**config.mk**
```make
export PLATFORM = sky130hd
export DESIGN_NAME = numeric_literal_syntax_checker_unit
export DESIGN_NICKNAME = d
export VERILOG_FILES = /design/src/rtl/core/nlsc_pkg.sv /design/src/rtl/core/nlsc_step.sv /design/src/rtl/core/numeric_literal_syntax_checker_unit.sv
export SDC_FILE = /design/constraint.sdc
export NUM_CORES = 1
export LEC_CHECK = 0
export BUFFER_PORTS_ARGS = -buffer_cell sky130_fd_sc_hd__buf_2
export CORE_MARGIN = 2
export CORE_UTILIZATION = 37
export CTS_CLUSTER_DIAMETER = 150
export DETAILED_ROUTE_END_ITERATION = 10
export HOLD_SLACK_MARGIN = 0.12
export SYNTH_ARGS = -nofsm -noshare
export SYNTH_HDL_FRONTEND = slang
export SYNTH_HIERARCHICAL = 1
export SYNTH_SLANG_ARGS = --single-unit
```
**constraint.sdc**
```tcl
create_clock -name clk -period 6.95 [get_ports clk]
set_clock_uncertainty 0.2 [all_clocks]
set_input_delay 0.3475 -clock clk [delete_from_list [all_inputs] [get_ports clk]]
set_output_delay 0.3475 -clock clk [all_outputs]
set_load 0.05 [all_outputs]
```
**src/rtl/core/nlsc_pkg.sv**
```systemverilog
// Package with the syntax state codes, character codes and string state type.
`timescale 1ns / 1ps
`default_nettype none
package nlsc_pkg;

  typedef enum logic [2:0] {
    ST_START      = 3'd0,
    ST_INT_NUM    = 3'd1,
    ST_NUM1       = 3'd2,
    ST_EXP_PT_NUM = 3'd3,
    ST_PT_NUM     = 3'd4,
    ST_EXP_NUM    = 3'd5,
    ST_SIGN2      = 3'd6,
    ST_NUM2       = 3'd7
  } syn_state_t;

  localparam logic [7:0] CH_TAB   = 8'd9;
  localparam logic [7:0] CH_CR    = 8'd13;
  localparam logic [7:0] CH_SPACE = 8'd32;
  localparam logic [7:0] CH_ZERO  = 8'd48;
  localparam logic [7:0] CH_NINE  = 8'd57;
  localparam logic [7:0] CH_MINUS = 8'd45;
  localparam logic [7:0] CH_PLUS  = 8'd43;
  localparam logic [7:0] CH_POINT = 8'd46;
  localparam logic [7:0] CH_EXP_U = 8'd69;
  localparam logic [7:0] CH_EXP_L = 8'd101;

  typedef struct packed {
    syn_state_t syntax_state;
    logic       still_legal;
    logic       seen_content;
    logic       space_pending;
  } str_state_t;

  localparam str_state_t STR_CLEAR = '{
    syntax_state:  ST_START,
    still_legal:   1'b1,
    seen_content:  1'b0,
    space_pending: 1'b0
  };

endpackage
`default_nettype wire

```
**src/rtl/core/nlsc_step.sv**
```systemverilog
// Per-character transition logic of the literal syntax machine.
`timescale 1ns / 1ps
`default_nettype none
module nlsc_step import nlsc_pkg::*; (
  input  wire str_state_t cur,
  input  wire logic [7:0] char_code,
  input  wire logic       take,
  input  wire logic       number_kind,
  output str_state_t      nxt
);

  logic       is_space;
  logic       is_digit;
  logic       is_sign;
  logic       is_point;
  logic       is_expo;
  logic       bad;
  syn_state_t ns;

  assign is_space = (char_code == CH_SPACE) || (char_code >= CH_TAB && char_code <= CH_CR);
  assign is_digit = (char_code >= CH_ZERO) && (char_code <= CH_NINE);
  assign is_sign  = (char_code == CH_MINUS) || (char_code == CH_PLUS);
  assign is_point = (char_code == CH_POINT);
  assign is_expo  = (char_code == CH_EXP_U) || (char_code == CH_EXP_L);

  always_comb begin
    ns  = cur.syntax_state;
    bad = 1'b0;
    unique case (cur.syntax_state)
      ST_START: begin
        if (!number_kind) begin
          ns  = ST_INT_NUM;
          bad = !(is_sign || is_digit);
        end else if (is_sign) begin
          ns = ST_PT_NUM;
        end else if (is_point) begin
          ns = ST_NUM1;
        end else if (is_digit) begin
          ns = ST_EXP_PT_NUM;
        end else begin
          bad = 1'b1;
        end
      end
      ST_INT_NUM: begin
        bad = !is_digit;
      end
      ST_NUM1: begin
        ns  = ST_EXP_NUM;
        bad = !is_digit;
      end
      ST_EXP_PT_NUM: begin
        if (is_expo) begin
          ns = ST_SIGN2;
        end else if (is_point) begin
          ns = ST_EXP_NUM;
        end else if (!is_digit) begin
          bad = 1'b1;
        end
      end
      ST_PT_NUM: begin
        if (is_point) begin
          ns = ST_EXP_NUM;
        end else if (is_digit) begin
          ns = ST_EXP_PT_NUM;
        end else begin
          bad = 1'b1;
        end
      end
      ST_EXP_NUM: begin
        if (is_expo) begin
          ns = ST_SIGN2;
        end else if (!is_digit) begin
          bad = 1'b1;
        end
      end
      ST_SIGN2: begin
        ns  = ST_NUM2;
        bad = !(is_sign || is_digit);
      end
      ST_NUM2: begin
        bad = !is_digit;
      end
      default: begin
        bad = 1'b1;
      end
    endcase
  end

  always_comb begin
    nxt = cur;
    if (take) begin
      if (is_space) begin
        if (cur.seen_content) begin
          nxt.space_pending = 1'b1;
        end
      end else begin
        nxt.seen_content = 1'b1;
        if (cur.space_pending) begin
          nxt.still_legal = 1'b0;
        end else if (cur.still_legal) begin
          if (bad) begin
            nxt.still_legal = 1'b0;
          end else begin
            nxt.syntax_state = ns;
          end
        end
      end
    end
  end

endmodule
`default_nettype wire

```
**src/rtl/core/numeric_literal_syntax_checker_unit.sv**
```systemverilog
// Top level of the numeric literal syntax checker with its handshakes and registers.
//
//   Channel | Direction | Handshake          | Payload
//   in_     | input     | in_valid/in_ready  | in_char_code[7:0], in_last_char
//   out_    | output    | out_valid/out_ready| out_is_legal
//   cfg_    | input     | cfg_valid/cfg_ready| cfg_number_kind
//
// One character is taken per cycle unless a waiting verdict stalls the input; a request passes
// an input register and then the syntax logic, and the verdict is held in an output register.
// Reset is synchronous and returns the mode to floating point and the string to empty.
// A waiting verdict stalls only a following last character; the register
// stage in front keeps accepting while it has room.
`timescale 1ns / 1ps
`default_nettype none
module numeric_literal_syntax_checker_unit import nlsc_pkg::*; #(
  parameter int MAX_CHARS = 126
) (
  input  wire logic       clk,
  input  wire logic       rst_n,
  input  wire logic       in_valid,
  output logic            in_ready,
  input  wire logic [7:0] in_char_code,
  input  wire logic       in_last_char,
  output logic            out_valid,
  input  wire logic       out_ready,
  output logic            out_is_legal,
  input  wire logic       cfg_valid,
  output logic            cfg_ready,
  input  wire logic       cfg_number_kind
);

  localparam int CW = $clog2(MAX_CHARS + 1);
  localparam logic [CW-1:0] CNT_MAX = CW'(MAX_CHARS);

  logic          s1_valid_r, s1_valid_nxt;
  logic [7:0]    s1_char_r;
  logic          s1_last_r;
  logic          s1_adv;
  logic          take;
  logic          kind_r;
  logic [CW-1:0] cnt_r, cnt_nxt;
  str_state_t    str_r, str_nxt, step_out;
  logic          out_valid_r, out_valid_nxt;
  logic          out_is_legal_r, out_is_legal_nxt;

  assign take     = s1_valid_r && (cnt_r < CNT_MAX);
  assign s1_adv   = s1_valid_r && (!s1_last_r || !out_valid_r || out_ready);
  assign in_ready = !s1_valid_r || s1_adv;
  assign cfg_ready = 1'b1;
  assign out_valid = out_valid_r;
  assign out_is_legal = out_is_legal_r;

  nlsc_step u_step (
    .cur         (str_r),
    .char_code   (s1_char_r),
    .take        (take),
    .number_kind (kind_r),
    .nxt         (step_out)
  );

  always_comb begin
    s1_valid_nxt     = s1_valid_r;
    str_nxt          = str_r;
    cnt_nxt          = cnt_r;
    out_valid_nxt    = out_valid_r && !out_ready;
    out_is_legal_nxt = out_is_legal_r;
    if (s1_adv) begin
      s1_valid_nxt = 1'b0;
      if (s1_last_r) begin
        out_valid_nxt    = 1'b1;
        out_is_legal_nxt = step_out.seen_content && step_out.still_legal;
        str_nxt          = STR_CLEAR;
        cnt_nxt          = '0;
      end else begin
        str_nxt = step_out;
        if (take) begin
          cnt_nxt = cnt_r + CW'(1);
        end
      end
    end
    if (in_valid && in_ready) begin
      s1_valid_nxt = 1'b1;
    end
  end

  always_ff @(posedge clk) begin
    if (!rst_n) begin
      s1_valid_r  <= 1'b0;
      str_r       <= STR_CLEAR;
      cnt_r       <= '0;
      out_valid_r <= 1'b0;
      kind_r      <= 1'b1;
    end else begin
      s1_valid_r  <= s1_valid_nxt;
      str_r       <= str_nxt;
      cnt_r       <= cnt_nxt;
      out_valid_r <= out_valid_nxt;
      if (cfg_valid && cfg_ready) begin
        kind_r <= cfg_number_kind;
      end
    end
  end

  always_ff @(posedge clk) begin
    if (in_valid && in_ready) begin
      s1_char_r <= in_char_code;
      s1_last_r <= in_last_char;
    end
    out_is_legal_r <= out_is_legal_nxt;
  end

  a_cnt_bound: assert property (@(posedge clk) disable iff (!rst_n)
    cnt_r <= CNT_MAX)
    else $error("Character count exceeds its limit.");

  a_ready_stall: assert property (@(posedge clk) disable iff (!rst_n)
    !in_ready |-> (s1_valid_r && s1_last_r && out_valid_r && !out_ready))
    else $error("Input stalled without a blocked verdict.");

  a_verdict_src: assert property (@(posedge clk) disable iff (!rst_n)
    $rose(out_valid_r) |-> $past(s1_adv && s1_last_r))
    else $error("Verdict raised without a final character.");

  a_clear_after: assert property (@(posedge clk) disable iff (!rst_n)
    (s1_adv && s1_last_r) |=> (str_r == STR_CLEAR && cnt_r == '0))
    else $error("String state not cleared after a verdict.");

endmodule
`default_nettype wire

```
# Yosys cells after proc, flatten, opt, wreduce, memory -nomap -nowiden
# Cells that the tools add are included.
# classes
addsub	1
magnitude_cmp	5
n_eq_ne	18
muxes	32
reduce_logical	32
# ops
op	count
$eq 8x6->1 const B	4
$mux 3	10
$pmux 3 s6	1
$eq 8x7->1 const B	2
$mux 1	14
$mux 7	2
$eq 3x3->1 const B	4
$mux 6	2
$reduce_bool 2->1	5
$reduce_and 9->1	1
$ge 8x4->1 const B	1
$ge 8x6->1 const B	1
$le 8x4->1 const B	1
$le 8x6->1 const B	1
$add 7x1->7 const B	1
$logic_and 1x1->1	7
$logic_or 1x1->1	7
$lt 7x7->1 const B	1
$reduce_bool 7->1	1
$eq 3x2->1 const B	2
$logic_not 1->1	6
$ne 2x2->1 const B	3
$pmux 1 s6	1
$mux 5	1
8 further kinds	9
# word_totals
ff_bits	26
input_bits	15
out_inout_bits	4
word_cells	99

# Longest topological paths before layout
# depth
word_depth	13
mapped_depth	10
ltp_nobuf	10

# By module
# Netlist, hierarchy kept.
# by_module_without_submodules
mod	instances	cells_each	area_per_inst_um2	seq_area_each_um2
numeric_literal_syntax_checker_unit	1	93	1096.1	620.6
nlsc_step	1	65	441.7	0.0

# Least setup slack after synthesis
# Ideal clock, no wire load.
# synth_timing
path_type	reg-to-reg
start	register s1_char_r[3]
end	register str_r[4] (netlist bit)
setup_ps	118
arrival_ps	2084
required_ps	6632
path_slack_ps	4548
path_stages_with_launch	9
n_path_buf	0
period_less_slack_ps	2402
path_cell_list	edfxtp_1 > nor2b_1 > a22oi_2 > o221ai_2 > or3b_1 > or3b_1 > a22o_1 > a22oi_1 > nor2b_1
# synth_rtl
element	line_no	rtl
start: declaration	numeric_literal_syntax_checker_unit.sv:36	logic [7:0] s1_char_r;
start signal: assignment	numeric_literal_syntax_checker_unit.sv:106	s1_char_r <= in_char_code;
end signal: assignment	numeric_literal_syntax_checker_unit.sv:95	str_r <= str_nxt;
end: declaration	numeric_literal_syntax_checker_unit.sv:42	str_state_t str_r, str_nxt, step_out;

==> qor.yml <==
port_buffers: 17
max_stage_delay_ps: 490
synth_area_leaders: "dfxtp_1 21%, edfxtp_1 20%, nor2b_1 4.5%"
diodes: 0
core_um2: 4000
tightest_slew_ps: 1040
register_area_um2: 621
p_leak_uw: 0.000656
first_pass_iters: 4
finish.cell_count_without_fillers: 231
crit_path_cell_trace: "nor2b_1 > a22oi_2 > o221ai_2 > or3b_1 > or3b_1 > a22o_1 > a22oi_1 > nor2b_1"
path_class: "reg2reg"
top_usage_layer: "met2"
drt_iter0_markers: 136
synth_area_um2: 1540
track_usage_pct: 14.7
ys_warn_count: 6
startpoint: "s1_char_r[3]$_DFFE_PP_"
multi_input_area_um2: 818
cp-end-kind: "flip-flop"
period_needed_ps: 2610
synth-seq-area-share_pct: 40.4
worstHoldStart: "rst_n"
slew_viol_final: 0
synth.avg_cell_area_um2: 9.73
fin_nets: 198
max_freq_ghz: 0.383
regToRegStartpoint: "s1_char_r[3]$_DFFE_PP_"
pwr-share-clk_pct: 29.8
clk_pin_slew_ps: 90
hpwlAfterDp_mm: 2.32
max-slew-margin-rel_pct: 30.4
vias: 1308
areaGrowthSynthToFinish_pct: 14.7
viasPerCell: 5.66
synth_edf_count: 10
synth_top_area_share_pct: 20.8
cts.sinks: 26
arrival_ps: 2580
wire_per_inst_um: 13.9
grt_max_degree: 15
drc_errors: 0
met3_usage_pct: 2.14
grt_antenna_before_repair: 0
swShare_pct: 23.8
p_int_uw: 221
antenna_left: 0
status: "finished clean"
groute.layer.met1.usage_pct: 18.7
dieArea_um2: 4690
hold_path.class: "in2reg"
ys_ff_latch: 26
start_util_pct: 38.4
rows: 23
combPwrFrac_pct: 11.4
post-cts-setup-buffer-count: 0
die_w_um: 68.5
drt_wl_total_mm: 3.20
cts_tree: "yes"
drive_above_1_share_pct: 18.8
cts-htree-levels: 1
synth_ff_type: "dfxtp_1"
ioPinCount: 19
finalHoldViolCount: 0
synth_area_leader_cell: "dfxtp_1"
worstSetupStartpointType: "flip-flop"
pwr-share-seq_pct: 58.9
clockBufferDepth: 2
synthCells: 158
p_switching_uw: 69.3
die_h_um: 68.5
required_ps: 6920
overflow: 0
finalSetupViolations: 0
whs_ps: 148
max-cap-violations: 0
root_buffer: "clkbuf_8"
synth_cell_types: 59
grt_pass1_wl_mm: 5.19
crit_buf_inv: 0
globalplace.congestion: 0.874
ir_worst_vdd_mv: 0.0794
ys_async_sr_fraction_pct: 0
r2r_slack_ps: 4340
dpl-instance-area_um2: 1610
fillers: 380
clk-insertion-delay-late_ps: 260
crit_path_top_delay_cell: "edfxtp_1"
syn_nets: 174
period_share_pct: 37.6
post-place-cells: 216
rsz0062_at_grt: "false"
design_area_um2: 1760
setup_tns_ps: 0
cts_made_buffers: 3
path_max_fanout: 6
use_met2_pct: 24.5
powerDensity_nw_per_um2: 165
crit_family: "simple AND/OR/NAND/NOR gates"
grt_pass1_vias: 1197
## per-layer routing
metal	routed length [µm]	part of all wire, %
met1	1460	45
met2	1580	49
met3	102	3.2
met4	58	1.8
met5	0	0
## flip-flops by register name, indices dropped and copies added (netlist names)
register      flops
s1_valid_r        1
s1_last_r         1
out_valid         1
cnt_r             7
s1_char_r         8
str_r             6
out_is_legal      1
kind_r            1
## synthesized netlist by cell type (2+ instances only)
cell      count
nor4_1        2
nor2b_1      11
inv_1         6
nand3_1       6
and2_1        2
clkbuf_1      2
a31oi_1       5
a21oi_1       4
dfxtp_1      16
nor3_1        4
a211o_1       2
o211ai_1      3
nor3b_1       2
a22oi_1       5
buf_6         2
a22o_1        2
o311ai_0      2
nand2_1       8
nand4_1       4
o21ai_0       6
nor2_1       10
edfxtp_1     10
o21a_1        3
o22ai_1       4
xor2_1        2
or3b_1        2
## cell families after synthesis
| family | share of synthesized area, % |
|---|---|
| other cells | 0.244 |
| buf+inv | 6.43 |
| xor+xnor | 1.14 |
| fa+ha+maj | 0.814 |
| compound gates | 23.6 |
| simple gates | 26.0 |
| mux | 1.38 |
| flops | 40.4 |
## path summary, 6_finish.rpt
path / cells past startpoint / endpoint
worst max-delay path: 8 / str_r[4]$_SDFFE_PN0P_
worst min-delay path: 2 / kind_r$_SDFFE_PN1P_
worst max register to register: 8 / str_r[4]$_SDFFE_PN0P_
worst min register to register: 1 / cnt_r[5]$_SDFFE_PN0P_
## through the flow
stage	setup WS [ps]	total power (µW)	util, %
after detailed placement	4370	202	40.2
after global placement	4420	201	40.2
after floorplan	4550	196	-
after global routing	4160	304	44.1
final	4340	291	44.1
after CTS	4350	293	44.1
## power by group through the flow
| stage | logic (µW) | clock network [µW] | registers (µW) |
|---|---|---|---|
| floorplan | 22.7 | 0 | 173 |
| global placement | 27.0 | 0 | 174 |
| detailed placement | 27.7 | 0 | 175 |
| CTS | 32.9 | 89.2 | 171 |
| global route | 36.0 | 95.9 | 172 |
| finish | 33.0 | 86.5 | 171 |
## final cells by class
type,instances,area share (%)
Tap cell,50,3.55
Timing Repair Buffer,28,11.1
Sequential cell,26,35.2
Multi-Input combinational cell,117,46.4
Inverter,6,1.28
Clock buffer,4,2.55
## timing repair
action,CTS,global route
resized for setup,0,0
hold buffers,11,0
hold endpoints to repair,10,0
## worst reg2reg max path: stages (launching register included)
cell,delay (ps)
edfxtp_1,490
nor2b_1,200
a22oi_2,240
o221ai_2,140
or3b_1,420
or3b_1,390
a22o_1,230
a22oi_1,150
nor2b_1,60
## cells in the final DEF, fill, tap and decap left out, types with 2 or more instances in the layout
cell and count:
dfxtp_1 16, a21oi_1 4, nand2_1 8, a31oi_1 5, o211ai_1 3, a211o_1 2, o21a_1 3, nand4_1 4
edfxtp_1 10, nor2_1 10, o311ai_0 2, inv_1 6, and2_1 2, a22o_1 2, nor2b_1 11, nor3b_1 2
nor3_1 4, xor2_1 2, nand3_1 6, buf_2 17, nor4_1 2, a22oi_1 5, o22ai_1 4, clkbuf_8 3
dlygate4sd3_1 11, or3b_1 2, o21ai_0 6
No activity file was read; power rests on OpenSTA's default activity.
